$ cat config.mk
export PLATFORM = sky130hd
export DESIGN_NAME = job_dispatcher_round_robin_slots_unit
export DESIGN_NICKNAME = d
export VERILOG_FILES = /design/src/sv/jdrr_pkg.sv /design/src/sv/jdrr_front.sv /design/src/sv/jdrr_pick.sv /design/src/sv/jdrr_back.sv /design/src/sv/job_dispatcher_round_robin_slots_unit.sv
export SDC_FILE = /design/constraint.sdc
export NUM_CORES = 1
export LEC_CHECK = 0
export ABC_CLOCK_PERIOD_IN_PS = 6400
export BUFFER_PORTS_ARGS = -buffer_cell sky130_fd_sc_hd__buf_4
export CELL_PAD_IN_SITES_DETAIL_PLACEMENT = 0
export CELL_PAD_IN_SITES_GLOBAL_PLACEMENT = 1
export CORE_ASPECT_RATIO = 0.8
export CORE_MARGIN = 5
export CORE_UTILIZATION = 25
export CTS_BUF_LIST = sky130_fd_sc_hd__clkbuf_8 sky130_fd_sc_hd__clkbuf_16
export CTS_CLUSTER_SIZE = 40
export DETAILED_ROUTE_END_ITERATION = 6
export GPL_ROUTABILITY_DRIVEN = 0
export PLACE_DENSITY_LB_ADDON = 0.1
export SLEW_MARGIN = 20
export SYNTH_ARGS = -nofsm -noshare
export SYNTH_HDL_FRONTEND = slang
export SYNTH_SLANG_ARGS = --single-unit
export TNS_END_PERCENT = 30
$ cat constraint.sdc
create_clock -name clock -period 6.4 [get_ports clock]
set_input_delay 1.28 -clock clock [delete_from_list [all_inputs] [get_ports clock]]
set_output_delay 1.28 -clock clock [all_outputs]
set_load 0.02 [all_outputs]
$ cat src/sv/jdrr_pkg.sv
// shared types, constants and codes for the round-robin job dispatcher
package jdrr_pkg;

   localparam int FUNC_W    = 3;
   localparam int TAG_W     = 16;
   localparam int SIDX_W    = 4;
   localparam int STAT_W    = 2;
   localparam int ACT_W     = 5;
   localparam int REQ_W     = 24;
   localparam int RSP_W     = 24;

   localparam int SLOTS_DEFAULT       = 16;
   localparam int QUEUE_DEPTH_DEFAULT = 32;
   localparam logic [ACT_W-1:0] ACT_RESET = 5'd16;

   typedef enum logic [FUNC_W-1:0] {
      FUNC_SUBMIT   = 3'd0,
      FUNC_COMPLETE = 3'd1,
      FUNC_TICK     = 3'd2,
      FUNC_JOIN     = 3'd3,
      FUNC_RESTART  = 3'd4
   } func_type;

   typedef enum logic [2:0] {
      K_SUBMIT,
      K_COMPLETE,
      K_TICK,
      K_JOIN,
      K_RESTART,
      K_NOP
   } cmd_kind_type;

   typedef enum logic [STAT_W-1:0] {
      STAT_OK        = 2'd0,
      STAT_FULL      = 2'd1,
      STAT_CLOSED    = 2'd2,
      STAT_IDLE_SLOT = 2'd3
   } status_type;

   typedef enum logic [1:0] {
      ST_IDLE,
      ST_ALIGN,
      ST_FIND
   } back_state_type;

   typedef struct packed {
      cmd_kind_type      kind;
      logic [TAG_W-1:0]  tag;
      logic              slot_ok;
      logic [SIDX_W-1:0] slot_index;
   } cmd_type;

   // packed so that dispatched lands in bit 0
   typedef struct packed {
      logic              drained;
      status_type        status;
      logic [TAG_W-1:0]  dispatch_job;
      logic [SIDX_W-1:0] dispatch_slot;
      logic              dispatched;
   } rsp_type;

endpackage

$ cat src/sv/jdrr_front.sv
// front end: takes requests, classifies them and queues them for the back end
module jdrr_front #(
   parameter int SLOTS = jdrr_pkg::SLOTS_DEFAULT
) (
   input  logic                    clock,
   input  logic                    reset,
   input  logic                    req_tvalid,
   output logic                    req_tready,
   input  logic [jdrr_pkg::REQ_W-1:0] req_tdata,
   output logic                    cmd_valid,
   input  logic                    cmd_pop,
   output jdrr_pkg::cmd_type       cmd
);
   import jdrr_pkg::*;

   logic [FUNC_W-1:0] func;
   cmd_type           dec;
   cmd_type           q_ff [2];
   logic              wr_ff, wr_in;
   logic              rd_ff, rd_in;
   logic [1:0]        cnt_ff, cnt_in;
   logic              push, pop;

   assign func = req_tdata[FUNC_W-1:0];

   always_comb begin
      dec.tag        = req_tdata[FUNC_W +: TAG_W];
      dec.slot_index = req_tdata[FUNC_W+TAG_W +: SIDX_W];
      dec.slot_ok    = (32'(dec.slot_index) < SLOTS);
      unique case (func)
         FUNC_SUBMIT:   dec.kind = K_SUBMIT;
         FUNC_COMPLETE: dec.kind = K_COMPLETE;
         FUNC_TICK:     dec.kind = K_TICK;
         FUNC_JOIN:     dec.kind = K_JOIN;
         FUNC_RESTART:  dec.kind = K_RESTART;
         default:       dec.kind = K_NOP;
      endcase
   end

   assign req_tready = (cnt_ff != 2'd2);
   assign push       = req_tvalid && req_tready;
   assign cmd_valid  = (cnt_ff != 2'd0);
   assign pop        = cmd_pop && cmd_valid;
   assign cmd        = q_ff[rd_ff];

   always_comb begin
      wr_in  = push ? ~wr_ff : wr_ff;
      rd_in  = pop ? ~rd_ff : rd_ff;
      cnt_in = cnt_ff + 2'(push) - 2'(pop);
   end

   always_ff @(posedge clock) begin
      if (reset) begin
         wr_ff  <= 1'b0;
         rd_ff  <= 1'b0;
         cnt_ff <= 2'd0;
      end else begin
         wr_ff  <= wr_in;
         rd_ff  <= rd_in;
         cnt_ff <= cnt_in;
      end
   end

   always_ff @(posedge clock) begin
      if (push) begin
         q_ff[wr_ff] <= dec;
      end
   end

endmodule

$ cat src/sv/jdrr_pick.sv
// round-robin search for the first idle slot at or after the start, wrapping
module jdrr_pick #(
   parameter int SLOTS  = jdrr_pkg::SLOTS_DEFAULT,
   parameter int SLOT_W = (SLOTS > 1) ? $clog2(SLOTS) : 1,
   parameter int CNT_W  = $clog2(SLOTS + 1)
) (
   input  logic [SLOTS-1:0]  busy,
   input  logic [SLOT_W-1:0] start,
   input  logic [CNT_W-1:0]  n,
   output logic              found,
   output logic [SLOT_W-1:0] idx,
   output logic [SLOT_W-1:0] next_start
);

   logic              found_hi, found_any;
   logic [SLOT_W-1:0] idx_hi, idx_any;
   logic [CNT_W-1:0]  idx_inc;

   always_comb begin
      found_hi  = 1'b0;
      found_any = 1'b0;
      idx_hi    = '0;
      idx_any   = '0;
      // scan downwards so the lowest qualifying slot wins
      for (int i = SLOTS - 1; i >= 0; i--) begin
         if (!busy[i] && (i < int'(n))) begin
            found_any = 1'b1;
            idx_any   = SLOT_W'(i);
            if (i >= int'(start)) begin
               found_hi = 1'b1;
               idx_hi   = SLOT_W'(i);
            end
         end
      end
   end

   assign found      = found_any;
   assign idx        = found_hi ? idx_hi : idx_any;
   assign idx_inc    = CNT_W'(idx) + CNT_W'(1);
   assign next_start = (idx_inc == n) ? '0 : SLOT_W'(idx_inc);

endmodule

$ cat src/sv/jdrr_back.sv
// back end: job tag queue, slot busy map, search sequencer and result register
module jdrr_back #(
   parameter int SLOTS       = jdrr_pkg::SLOTS_DEFAULT,
   parameter int QUEUE_DEPTH = jdrr_pkg::QUEUE_DEPTH_DEFAULT
) (
   input  logic                      clock,
   input  logic                      reset,
   input  logic                      csr_valid,
   input  logic [jdrr_pkg::ACT_W-1:0] csr_data,
   input  logic                      cmd_valid,
   output logic                      cmd_pop,
   input  jdrr_pkg::cmd_type         cmd,
   output logic                      rsp_tvalid,
   input  logic                      rsp_tready,
   output logic [jdrr_pkg::RSP_W-1:0] rsp_tdata
);
   import jdrr_pkg::*;

   localparam int SLOT_W = (SLOTS > 1) ? $clog2(SLOTS) : 1;
   localparam int CNT_W  = $clog2(SLOTS + 1);
   localparam int QPTR_W = $clog2(QUEUE_DEPTH);
   localparam int QCNT_W = $clog2(QUEUE_DEPTH + 1);

   back_state_type    state_ff, state_in;
   logic [ACT_W-1:0]  act_ff;
   logic [SLOTS-1:0]  busy_ff, busy_in;
   logic [SLOT_W-1:0] start_ff, start_in;
   logic [SLOT_W-1:0] srch_ff, srch_in;
   logic [QPTR_W-1:0] head_ff, head_in;
   logic [QCNT_W-1:0] count_ff, count_in;
   logic              join_ff, join_in;
   logic              accept_ff, accept_in;
   logic              rsp_valid_ff, rsp_valid_in;
   rsp_type           rsp_ff, rsp_in;
   logic [TAG_W-1:0]  rd_tag_ff;
   logic [TAG_W-1:0]  mem [QUEUE_DEPTH];

   logic [CNT_W-1:0]  n;
   logic [QPTR_W:0]   tail_sum;
   logic [QPTR_W-1:0] tail;
   logic [SLOT_W-1:0] bidx;
   logic              out_free, load, mem_we;
   logic              pick_found;
   logic [SLOT_W-1:0] pick_idx, pick_next;

   // active count clamped to 1..SLOTS
   always_comb begin
      if (act_ff == '0) begin
         n = CNT_W'(1);
      end else if (32'(act_ff) > SLOTS) begin
         n = CNT_W'(SLOTS);
      end else begin
         n = CNT_W'(act_ff);
      end
   end

   assign tail_sum = (QPTR_W+1)'(head_ff) + (QPTR_W+1)'(count_ff);
   assign tail     = (tail_sum >= (QPTR_W+1)'(QUEUE_DEPTH)) ?
                     QPTR_W'(tail_sum - (QPTR_W+1)'(QUEUE_DEPTH)) : QPTR_W'(tail_sum);
   assign bidx     = SLOT_W'(cmd.slot_index);
   assign out_free = !rsp_valid_ff || rsp_tready;

   jdrr_pick #(
      .SLOTS (SLOTS),
      .SLOT_W(SLOT_W),
      .CNT_W (CNT_W)
   ) u_pick (
      .busy      (busy_ff),
      .start     (srch_ff),
      .n         (n),
      .found     (pick_found),
      .idx       (pick_idx),
      .next_start(pick_next)
   );

   always_comb begin
      state_in     = state_ff;
      busy_in      = busy_ff;
      start_in     = start_ff;
      srch_in      = srch_ff;
      head_in      = head_ff;
      count_in     = count_ff;
      join_in      = join_ff;
      accept_in    = accept_ff;
      rsp_valid_in = rsp_valid_ff && !rsp_tready;
      rsp_in       = rsp_ff;
      load         = 1'b0;
      cmd_pop      = 1'b0;
      mem_we       = 1'b0;
      rsp_in.dispatched    = rsp_ff.dispatched;
      unique case (state_ff)
         ST_IDLE: begin
            if (cmd_valid) begin
               if (cmd.kind == K_TICK && count_ff != '0) begin
                  cmd_pop  = 1'b1;
                  srch_in  = start_ff;
                  state_in = ST_ALIGN;
               end else if (out_free) begin
                  cmd_pop              = 1'b1;
                  load                 = 1'b1;
                  rsp_in.dispatched    = 1'b0;
                  rsp_in.dispatch_slot = '0;
                  rsp_in.dispatch_job  = '0;
                  rsp_in.status        = STAT_OK;
                  unique case (cmd.kind)
                     K_SUBMIT: begin
                        if (!accept_ff) begin
                           rsp_in.status = STAT_CLOSED;
                        end else if (count_ff == QCNT_W'(QUEUE_DEPTH)) begin
                           rsp_in.status = STAT_FULL;
                        end else begin
                           mem_we   = 1'b1;
                           count_in = count_ff + 1'b1;
                        end
                     end
                     K_COMPLETE: begin
                        if (cmd.slot_ok && busy_ff[bidx]) begin
                           busy_in[bidx] = 1'b0;
                        end else begin
                           rsp_in.status = STAT_IDLE_SLOT;
                        end
                     end
                     K_JOIN: begin
                        join_in   = 1'b1;
                        accept_in = 1'b0;
                     end
                     K_RESTART: begin
                        join_in   = 1'b0;
                        accept_in = 1'b1;
                        head_in   = '0;
                        count_in  = '0;
                        busy_in   = '0;
                        start_in  = '0;
                     end
                     default: ;
                  endcase
               end
            end
         end
         ST_ALIGN: begin
            // bring a working copy of the search start below the active count,
            // one subtract a cycle; the stored start only moves on a dispatch or a restart
            if (CNT_W'(srch_ff) >= n) begin
               srch_in = SLOT_W'(CNT_W'(srch_ff) - n);
            end else begin
               state_in = ST_FIND;
            end
         end
         ST_FIND: begin
            if (out_free) begin
               load                 = 1'b1;
               state_in             = ST_IDLE;
               rsp_in.dispatched    = 1'b0;
               rsp_in.dispatch_slot = '0;
               rsp_in.dispatch_job  = '0;
               rsp_in.status        = STAT_OK;
               if (pick_found) begin
                  busy_in[pick_idx]    = 1'b1;
                  head_in              = (head_ff == QPTR_W'(QUEUE_DEPTH - 1)) ?
                                         '0 : head_ff + 1'b1;
                  count_in             = count_ff - 1'b1;
                  start_in             = pick_next;
                  rsp_in.dispatched    = 1'b1;
                  rsp_in.dispatch_slot = SIDX_W'(pick_idx);
                  rsp_in.dispatch_job  = rd_tag_ff;
               end
            end
         end
         default: state_in = ST_IDLE;
      endcase
      if (load) begin
         rsp_valid_in   = 1'b1;
         rsp_in.drained = join_in && (count_in == '0) && (busy_in == '0);
      end
   end

   always_ff @(posedge clock) begin
      if (reset) begin
         state_ff     <= ST_IDLE;
         act_ff       <= ACT_RESET;
         busy_ff      <= '0;
         start_ff     <= '0;
         srch_ff      <= '0;
         head_ff      <= '0;
         count_ff     <= '0;
         join_ff      <= 1'b0;
         accept_ff    <= 1'b1;
         rsp_valid_ff <= 1'b0;
      end else begin
         state_ff     <= state_in;
         if (csr_valid) begin
            act_ff <= csr_data;
         end
         busy_ff      <= busy_in;
         start_ff     <= start_in;
         srch_ff      <= srch_in;
         head_ff      <= head_in;
         count_ff     <= count_in;
         join_ff      <= join_in;
         accept_ff    <= accept_in;
         rsp_valid_ff <= rsp_valid_in;
      end
   end

   always_ff @(posedge clock) begin
      rsp_ff <= rsp_in;
   end

   // tag store: head entry read every cycle, settles before a search reaches it
   always_ff @(posedge clock) begin
      if (mem_we) begin
         mem[tail] <= cmd.tag;
      end
      rd_tag_ff <= mem[head_ff];
   end

   assign rsp_tvalid = rsp_valid_ff;
   assign rsp_tdata  = rsp_ff;

   a_count_bound: assert property (@(posedge clock) disable iff (reset)
      count_ff <= QCNT_W'(QUEUE_DEPTH))
      else $error("job queue count beyond depth");

   a_start_aligned: assert property (@(posedge clock) disable iff (reset)
      state_ff == ST_FIND |-> CNT_W'(srch_ff) < n)
      else $error("slot search started outside active range");

   a_join_closed: assert property (@(posedge clock) disable iff (reset)
      join_ff |-> !accept_ff)
      else $error("submissions open after join");

   a_pop_on_dispatch: assert property (@(posedge clock) disable iff (reset)
      (state_ff == ST_FIND && out_free && pick_found) |=>
      (count_ff == $past(count_ff) - 1'b1))
      else $error("dispatch did not pop the queue");

endmodule

$ cat src/sv/job_dispatcher_round_robin_slots_unit.sv
// Round-robin job dispatcher: FIFO of job tags handed to idle worker slots.
// Flow: a request passes through the front queue before the back end takes it up, and its
//   result is registered; a dispatch tick on a non-empty queue steps through pop, align
//   and search, with one more align step per subtract when the search start lies at
//   or beyond a lowered active count.
// Throughput: one non-tick request per cycle unless the output stalls or a tick is busy.
// Reset (synchronous): queue, slot map, search start and join cleared, 16 active slots;
//   the tag store is not cleared.
module job_dispatcher_round_robin_slots_unit #(
   parameter int SLOTS       = jdrr_pkg::SLOTS_DEFAULT,
   parameter int QUEUE_DEPTH = jdrr_pkg::QUEUE_DEPTH_DEFAULT
) (
   input  logic                       clock,
   input  logic                       reset,
   input  logic                       req_tvalid,
   output logic                       req_tready,
   // func[2:0], job_tag[18:3], slot_index[22:19], zero pad [23]
   input  logic [jdrr_pkg::REQ_W-1:0] req_tdata,
   output logic                       rsp_tvalid,
   input  logic                       rsp_tready,
   // dispatched[0], dispatch_slot[4:1], dispatch_job[20:5], status[22:21], drained[23]
   output logic [jdrr_pkg::RSP_W-1:0] rsp_tdata,
   input  logic                       csr_valid,
   output logic                       csr_ready,
   input  logic [jdrr_pkg::ACT_W-1:0] csr_data
);
   import jdrr_pkg::*;

   cmd_type cmd;
   logic    cmd_valid;
   logic    cmd_pop;

   assign csr_ready = 1'b1;

   jdrr_front #(
      .SLOTS(SLOTS)
   ) u_front (
      .clock     (clock),
      .reset     (reset),
      .req_tvalid(req_tvalid),
      .req_tready(req_tready),
      .req_tdata (req_tdata),
      .cmd_valid (cmd_valid),
      .cmd_pop   (cmd_pop),
      .cmd       (cmd)
   );

   jdrr_back #(
      .SLOTS      (SLOTS),
      .QUEUE_DEPTH(QUEUE_DEPTH)
   ) u_back (
      .clock     (clock),
      .reset     (reset),
      .csr_valid (csr_valid),
      .csr_data  (csr_data),
      .cmd_valid (cmd_valid),
      .cmd_pop   (cmd_pop),
      .cmd       (cmd),
      .rsp_tvalid(rsp_tvalid),
      .rsp_tready(rsp_tready),
      .rsp_tdata (rsp_tdata)
   );

endmodule
==> results.json, run 1 <==
{
  "status": "finished, final reports clean",
  "grt_start_max_net_pins": 125,
  "max_cap_viol_count": 0,
  "clockBufferDepth": 3,
  "final_layout_size_suffix_gt1_share_pct": 27.59,
  "vdd_ir_drop_max_mv": 0.1829,
  "die_h_um": 303.6,
  "power_density_mw_per_mm2": 335.4,
  "wirelength_um": 74740,
  "synth.ff_latch_count": 648,
  "crit_type": "register to register",
  "yosysMostFrequentCell": "edfxtp_1",
  "yosysTopAreaCell": "edfxtp_1",
  "final_nets": 1688,
  "hold_buffers": 0,
  "place_area_mm2": 0.02923,
  "wl_per_cell_um": 24.00,
  "cts.reportedPaths.clkPinSlew_ns": 0.06,
  "required_ns": 6.92,
  "synth_edf_count": 582,
  "tightest_slew_ns": 1.004,
  "synth_area_per_cell_um2": 17.53,
  "hold_viol": 0,
  "end_kind": "register",
  "initial_core_util_pct": 25.24,
  "worstHoldPathType": "register to register",
  "synthesis.instances": 1536,
  "drt_pass1_iterations": 5,
  "num_vias": 14465,
  "whs_ns": 0.5054,
  "period_share_pct": 71.95,
  "grt_overflow": 0,
  "min_period_ns": 4.605,
  "synth_top_cell_area_share_pct": 64.90,
  "syn_nets": 1591,
  "dieArea_mm2": 0.1144,
  "fin_worst_skew_ns": 0.02440,
  "worst_ep_arrival_time_ns": 5.12,
  "drc_errors": 0,
  "finalSetupTns_ns": 0,
  "synth_cell_type_count": 89,
  "design_area_mm2": 0.03164,
  "num_rows": 107,
  "synthArstFlopShare_pct": 0,
  "hpwl_um": 46440,
  "cts_buffers": 75,
  "p_leak_nw": 9.900,
  "coreArea_mm2": 0.1067,
  "synth_area_mm2": 0.02693,
  "synth_ff_type": "edfxtp_1",
  "cp-start-kind": "register",
  "clock-sinks": 648,
  "first_iter_violations": 1005,
  "synth_common_cells": "582 x edfxtp_1, 160 x mux4_2, 101 x nor2_1",
  "total_power_w": 0.01061,
  "numPortBuffers": 58,
  "htreeDepth": 3,
  "synth_area_leaders": "edfxtp_1 65%, mux4_2 13%, dfxtp_1 4.9%, a21oi_1 1.4%, mux2_2 1.4%",
  "tritoncts": "done",
  "ctsResizeCount": 0,
  "setup_viol": 0,
  "grt_pass1_wl_um": 108500,
  "slew_headroom_pct": 32.88,
  "io-pin-count": 61,
  "fp.dieW_um": 376.9,
  "grt_antenna_before_repair": 1,
  "worstPathMaxFanout": 26,
  "grtUsageTotal_pct": 13.12,
  "rsz0062_at_grt": "no",
  "slew_violations": 0,
  "root_buffer": "clkbuf_16",
  "area_growth_syn_to_layout_pct": 17.48,
  "insertion_delay_ns": 0.64,
  "ys_warn_count": 0,
  "fmax_ghz": 0.2172,
  "viasPerCell": 4.645,
  "drtAntennaViolNets": 0,
  "grt_pass1_vias": 15027,
  "yosysSeqAreaShare_pct": 69.81,
  "cts_setup_buffers": 0
}
-- layout make-up --
class / instances / area (µm²)
diodes: 1 / 2.502
clock buffers: 78 / 1941
clock inverters: 62 / 431.7
fillers: 10487 / 75070
inverters: 23 / 86.33
multi-input cells: 781 / 7765
flip-flops and latches: 648 / 18810
well taps: 1417 / 1773
repair buffers: 104 / 825.8
-- report_power, final --
group / switching (W) / leakage (nW) / total (W) / internal (W)
Clock: 0.00178 / 1.24 / 0.00408 / 0.00231
Combinational: 0.000936 / 2.85 / 0.00129 / 0.000353
Sequential: 0.0000945 / 5.81 / 0.00524 / 0.00514
-- sequential cells by signal (all words and copies together), names as in the netlist, named ones only --
name               flops
u_back.count_ff        6
u_front.cnt_ff         2
u_back.busy_ff        16
u_back.head_ff         5
u_front.wr_ff          1
u_back.mem           512
u_back.start_ff        4
u_back.act_ff          5
u_back.state_ff        2
u_front.rd_ff          1
u_back.join_ff         1
u_back.rsp_tvalid      1
u_back.rd_tag_ff      16
u_back.accept_ff       1
u_front.q_ff          46
u_back.srch_ff         4
u_back.rsp_tdata      24
-- critical path, stage by stage (launching register included) --
cell and delay, ns:
dfxtp_1 0.98, nor2_2 0.26, nor3_1 0.64, a211oi_1 0.17
o32ai_1 0.26, nand3_1 0.12, a21oi_1 0.17, buf_4 0.21
inv_1 0.08, ha_1 0.36, xnor2_1 0.19, or4_1 0.49
nand3_1 0.13, nand4_1 0.13, a32o_1 0.29
-- cell usage in the layout (no fill, tap or decap), drive strengths merged, types with 12 or more instances in the layout --
cell type / n
and2: 29
nand3: 12
nand4: 14
inv: 52
o21ai: 36
ha: 19
nor3: 29
clkbuf: 78
buf: 104
edfxtp: 582
mux2: 34
nand2: 59
mux4: 160
nor2: 104
clkinv: 26
dfxtp: 66
a21oi: 79
-- stage by stage --
stage	worst slack, ns	util [%]	std cells
3_5_place_dp	1.822	27.40	2972
3_3_place_gp	1.789	27.40	2972
4_1_cts	1.799	29.62	3112
5_1_grt	1.356	29.65	3113
2_1_floorplan	2.598	-	1536
6_report	1.795	29.65	3114
-- cells by family (layout without fill, tap and decap cells) --
group	Yosys count	after routing	synth area share [%]
AOI/OAI and AO/OA	221	221	5.613
xor gates and xnor gates	19	19	0.6691
adders and majority gates	21	21	1.032
buffers and inverters	107	267	1.663
DFF	648	648	69.81
muxes	202	202	15.10
other	1	2	0.01393
and+or+nand+nor	317	317	6.101
-- metal layers --
| metal | GRT usage [%] | part of all wire [%] | wire (µm) |
|---|---|---|---|
| met1 | 19.83 | 50 | 37700 |
| met5 | 0 | 0 | 0 |
| met4 | 3.529 | 2.2 | 1635 |
| met3 | 2.107 | 4.0 | 2973 |
| met2 | 19.58 | 43 | 32440 |
-- path summary, 6_finish.rpt --
check / cells after the start / start / end / slack (ns)
worst max-delay path: 14 / u_back.act_ff[4] / u_back.start_ff[1] / 1.80
worst min-delay path: 1 / u_back.rd_tag_ff[1] / u_back.rsp_tdata[6] / 0.51
worst max register to register: 14 / u_back.act_ff[4] / u_back.start_ff[1] / 1.80
worst min register to register: 1 / u_back.rd_tag_ff[1] / u_back.rsp_tdata[6] / 0.51
Note: power is estimated with default switching activity, not from simulation.
==> run 2: changes to the inputs <==
Settings changed: ABC_AREA set to 1, ABC_CLOCK_PERIOD_IN_PS 6400 to 4700.
Clock period 6.4 ns to 4.7 ns, I/O delays scaled along.
==> results.json, run 2 <==
{
  "status": "finished, final reports clean",
  "io-pin-count": 61,
  "synth_top_family_by_area": "compound AO/OA/AOI/OAI gates",
  "fmax_ghz": 0.2588,
  "slew_violations": 0,
  "largest_register": "u_back.mem",
  "grt_antenna_before_repair": 7,
  "required_ns": 4.99,
  "place_area_mm2": 0.02981,
  "grt_pass1_wl_um": 130700,
  "ctsResizeCount": 0,
  "worst_slack_ns": 0.8354,
  "yosys.area_share.simple_pct": 12.52,
  "synthArstFlopShare_pct": 0,
  "synth_area_mm2": 0.02727,
  "min_period_ns": 3.865,
  "layout_commonest_cell": "edfxtp_1",
  "p_leak_nw": 11.07,
  "min_path_cells": 2,
  "critical-path-slowest-cell": "dfxtp_1",
  "final_nets": 2521,
  "place_inst": 3818,
  "yosysMostFrequentCell": "edfxtp_1",
  "insertion_delay_ns": 0.63,
  "synthesis.instances": 2370,
  "rr_worst_depth": 13,
  "drt_pass1_iterations": 5,
  "synth_area_per_cell_um2": 11.51,
  "rsz0062_at_grt": "no",
  "hold_viol": 0,
  "first_iter_violations": 1580,
  "synth_top_cell_area_share_pct": 64.09,
  "end_kind": "register",
  "cts_buffers": 76,
  "htreeDepth": 3,
  "ys_warn_count": 0,
  "path_cells": "inv_2 -> or2_1 -> o21ai_2 -> inv_1 -> nand3_1 -> inv_1 -> nor2_1 -> nand2_1 -> nor2_1 -> nand3_1 -> buf_4 -> nor2_2 -> buf_4",
  "num_vias": 18722,
  "grt_pass1_vias": 18568,
  "root_buffer": "clkbuf_16",
  "tightest_slew_ns": 1.159,
  "crit_type": "register to register",
  "final_layout_size_suffix_gt1_share_pct": 14.19,
  "power_density_mw_per_mm2": 543.5,
  "hpwl_um": 56340,
  "die_h_um": 305.4,
  "total_power_w": 0.01750,
  "synthMuxAreaShare_pct": 0,
  "tritoncts": "done",
  "grtUsageTotal_pct": 15.38,
  "final_cell_mix": "582 x edfxtp_1, 418 x nor2_1, 374 x o21ai_0",
  "worstHoldPathType": "register to register",
  "worstPathMaxFanout": 12,
  "clock-sinks": 648,
  "slowest_delay_ns": 0.61,
  "coreArea_mm2": 0.1084,
  "fin_worst_skew_ns": 0.03283,
  "synthAdderAreaFrac_pct": 1.019,
  "yosysTopAreaCell": "edfxtp_1",
  "yosysSeqAreaShare_pct": 68.94,
  "wl_per_cell_um": 22.86,
  "numPortBuffers": 58,
  "finalSetupTns_ns": 0,
  "synthXorXnorAreaFrac_pct": 0.3533,
  "wirelength_um": 90440,
  "cts.reportedPaths.clkPinSlew_ns": 0.06,
  "max_cap_viol_count": 0,
  "synth_area_leaders": "edfxtp_1 64%, o21ai_0 6.9%, nor2_1 6.1%, dfxtp_1 4.8%, nand2_1 2.5%",
  "num_rows": 108,
  "design_area_mm2": 0.03219,
  "worst_ep_arrival_time_ns": 4.15,
  "synth_common_cells": "582 x edfxtp_1, 444 x nor2_1, 375 x o21ai_0",
  "synth_cell_type_count": 59,
  "fp.dieW_um": 379.2,
  "synth.ff_latch_count": 648,
  "pre_cts_ws_ns": 0.8423,
  "grt_overflow": 0,
  "drc_errors": 0,
  "synth_ff_type": "edfxtp_1",
  "initial_core_util_pct": 25.16,
  "viasPerCell": 4.733,
  "period_share_pct": 82.23,
  "cp-start-kind": "register",
  "drtAntennaViolNets": 0,
  "synth_edf_count": 582,
  "largest_reg_flops": 512,
  "synth_compound_area_share_pct": 13.33,
  "vdd_ir_drop_max_mv": 0.4607,
  "cts_setup_buffers": 0,
  "clockBufferDepth": 3,
  "slew_headroom_pct": 21.89,
  "area_growth_syn_to_layout_pct": 18.04,
  "grt_start_max_net_pins": 111,
  "setup_viol": 0,
  "syn_nets": 2425,
  "stdcell_count": 3956,
  "dieArea_mm2": 0.1158,
  "hold_buffers": 0
}
==> run 2: power breakdown <==
group | internal [W] | leakage (nW) | switching (W)
clock network | 0.00328 | 1.24 | 0.00239
logic | 0.00112 | 4.00 | 0.00337
registers | 0.00711 | 5.82 | 0.000226
==> run 2: final timing paths <==
check	end	from	slack, ns
max	u_back.mem[17][11]	register	0.84
min	u_back.srch_ff[3]	u_back.start_ff[3]	0.48
max reg2reg	u_back.mem[17][11]	register	0.84
min reg2reg	u_back.srch_ff[3]	u_back.start_ff[3]	0.48
==> run 2: worst max-delay path: cells and delay by family (launching register included) <==
kind / cells / cell delay (ns)
compound gates: 1 / 0.09
buf+inv: 5 / 0.95
flops: 1 / 0.61
simple gates: 7 / 1.85
==> run 2: through the flow <==
stage / hold slack [ns] / util [%]
CTS: 0.4500 / 29.69
global route: 0.4629 / 29.69
global placement: 0.4560 / 27.51
detailed placement: 0.4701 / 27.51
finish: 0.4798 / 29.70
floorplan: 0.4431 / -
==> run 2: logic make-up after synthesis <==
group / after synthesis
adders and majority gates: 21
AOI/OAI and AO/OA: 627
DFF: 648
other: 1
buffers and inverters: 273
and+or+nand+nor: 789
xor gates and xnor gates: 11
==> run 2: final cells by class <==
cell class                      count  area [µm²]
Fill cell                       11138       76190
Sequential cell                   648       18810
Multi-Input combinational cell   1449        7502
Clock buffer                       80        2002
Tap cell                         1430        1789
Timing Repair Buffer              145        1151
Inverter                          146       560.5
Clock inverter                     55       369.1
Antenna cell                        3       7.507
==> run 2: metal layers <==
layer  vias to the layer above  share of wire [%]  track usage, %
li1                       8761                  -               -
met1                      9438                 50           23.48
met2                       413                 43           22.72
met3                       110                5.0           2.601
met4                         0                2.1           3.632
met5                         -                  0               0
==> run 3: changes to the inputs <==
Settings changed: ABC_AREA 1 to 0, ABC_CLOCK_PERIOD_IN_PS 4700 to 3700.
Clock period 4.7 ns to 3.7 ns, I/O delays scaled along.
==> results.json, run 3 (synthesized netlist as in run 1, its figures left out) <==
{
  "status": "finished, final reports clean",
  "hpwl_um": 52010,
  "postLayoutCoreUtil_pct": 30.84,
  "worst_ep_arrival_time_ns": 3.97,
  "setup_viol": 0,
  "final_cell_mix": "582 x edfxtp_1, 208 x buf_4, 160 x mux4_2",
  "first_iter_violations": 857,
  "grt.busiest_layer": "met2",
  "insertion_delay_ns": 0.66,
  "cts.reportedPaths.clkPinSlew_ns": 0.06,
  "worstPathMaxFanout": 13,
  "hold_viol": 0,
  "p_leak_nw": 10.58,
  "required_ns": 4.17,
  "initial_core_util_pct": 25.24,
  "grtUsageTotal_pct": 13.75,
  "cp-start-kind": "register",
  "rsz0062_at_grt": "yes",
  "grt_start_max_net_pins": 69,
  "finalSetupTns_ns": 0,
  "comb_power_share_pct": 12.8,
  "p_seq_share_pct": 48.1,
  "coreArea_mm2": 0.1067,
  "path_cells": "buf_4 -> buf_4 -> o21a_1 -> o311ai_2 -> a21oi_2 -> buf_4 -> buf_4 -> nor2_1 -> a311oi_4 -> nor2_4 -> nor2_1 -> a21bo_2 -> or4_1 -> nor4_2",
  "die_h_um": 303.6,
  "clock-sinks": 648,
  "grt_antenna_before_repair": 4,
  "fill_cells": 10455,
  "grt_use_met3_pct": 3.163,
  "cp_top_family": "simple AND/OR/NAND/NOR gates",
  "viasPerCell": 4.621,
  "clockBufferDepth": 3,
  "design_area_mm2": 0.03291,
  "largest_register": "u_back.mem",
  "htreeDepth": 3,
  "cpMostUsedCell": "buf_4",
  "fmax_ghz": 0.2860,
  "worstHoldPathType": "input pin to register",
  "hold_start": "req_tdata[18]",
  "clock_power_share_pct": 39.0,
  "area.sequential_mm2": 0.01883,
  "root_buffer": "clkbuf_16",
  "fin_worst_skew_ns": 0.02874,
  "drtAntennaViolNets": 0,
  "vdd_ir_drop_max_mv": 0.2758,
  "final_nets": 1806,
  "grt_use_met1_pct": 20.35,
  "grt_overflow": 0,
  "tightest_slew_ns": 0.8891,
  "num_rows": 107,
  "layout_commonest_cell": "edfxtp_1",
  "power_density_mw_per_mm2": 569.8,
  "wl_per_cell_um": 24.14,
  "slew_violations": 0,
  "switchingPower_w": 0.004890,
  "grtUsageMet2_pct": 20.36,
  "area_growth_syn_to_layout_pct": 22.21,
  "end_kind": "register",
  "largest_reg_flops": 512,
  "crit_type": "register to register",
  "place_area_mm2": 0.03024,
  "grt_pass1_wl_um": 113600,
  "switching_share_pct": 26.08,
  "slowest_delay_ns": 0.54,
  "final_layout_size_suffix_gt1_share_pct": 34.16,
  "wirelength_um": 78020,
  "tritoncts": "done",
  "io-pin-count": 61,
  "numPortBuffers": 58,
  "crit_buf_inv": 4,
  "dieArea_mm2": 0.1144,
  "max_cap_viol_count": 0,
  "num_vias": 14934,
  "multiInputGateArea_mm2": 0.007914,
  "crit_start": "u_back.act_ff[1]",
  "power.internal_w": 0.01386,
  "grt_pass1_vias": 15680,
  "min_period_ns": 3.496,
  "critical-path-slowest-cell": "or4_1",
  "drc_errors": 0,
  "cts_buffers": 73,
  "drt_pass1_iterations": 5,
  "r2r-start": "u_back.act_ff[1]",
  "slew_headroom_pct": 40.51,
  "fp.dieW_um": 376.9,
  "period_share_pct": 94.48
}
## run 3: cell count changes in the layout (fill, tap and decap cells not counted), moves of 62 or more
cell,delta
nand2_1,-117
o221ai_1,-67
nor2_1,-351
inv_1,-107
o22ai_1,-62
buf_4,+68
mux4_2,+160
o21ai_0,-342
nand3_1,-67
## run 3: timing repair
item / CTS / global route
pin swaps: 2 / 16
buffers inserted: 1 / 6
hold buffers: 0 / 0
gates resized for setup: 9 / 35
endpoints found under the setup margin: 5 / 5
## run 3: stage by stage
stage | worst slack, ns | total power, W | instances | hold WS [ns]
final | 0.2041 | 0.01875 | 3232 | 0.2661
after global routing | -0.03798 | 0.01961 | 3227 | 0.2088
after CTS | 0.001441 | 0.01911 | 3220 | 0.1887
after detailed placement | -0.1593 | 0.01164 | 3086 | 0.4828
after global placement | -0.1735 | 0.01159 | 3086 | 0.4833
after floorplan | 0.02360 | 0.01050 | 1536 | 0.4418
## run 3: metal layers
layer / vias up / wire (µm)
met4: 2 / 1610
met5: - / 15
met2: 271 / 33800
met1: 7896 / 38850
met3: 100 / 3739
li1: 6665 / -
## run 3: worst paths after layout
path | slack, ns | endpoint | cells after the start
max | 0.20 | u_back.rsp_tdata[23] | 14
min | 0.27 | u_front.q_ff[1][19] | 1
max reg2reg | 0.20 | u_back.rsp_tdata[23] | 14
min reg2reg | 0.50 | u_back.start_ff[3] | 1
## run 3: worst reg2reg max path, delay by kind of cell, from the launching register on
family / cells / cell delay [ns]
AOI/OAI and AO/OA: 5 / 1.04
and+or+nand+nor: 5 / 1.31
DFF: 1 / 0.40
buffers and inverters: 4 / 0.57
## run 3: final cells by class
type | instances | share of cell area (%)
Antenna cell | 6 | 0.04562
Sequential cell | 648 | 57.21
Multi-Input combinational cell | 781 | 24.05
Clock inverter | 52 | 1.464
Tap cell | 1417 | 5.387
Timing Repair Buffer | 224 | 5.665
Clock buffer | 81 | 5.920
Inverter | 23 | 0.2623
## run 3: power groups by stage
stage / clock network [W] / registers, W / logic (W)
floorplan: 0 / 0.00925 / 0.00124
CTS: 0.00761 / 0.00903 / 0.00247
detailed placement: 0 / 0.00919 / 0.00246
global placement: 0 / 0.00918 / 0.00241
global route: 0.00789 / 0.00906 / 0.00266
finish: 0.00732 / 0.00903 / 0.00240
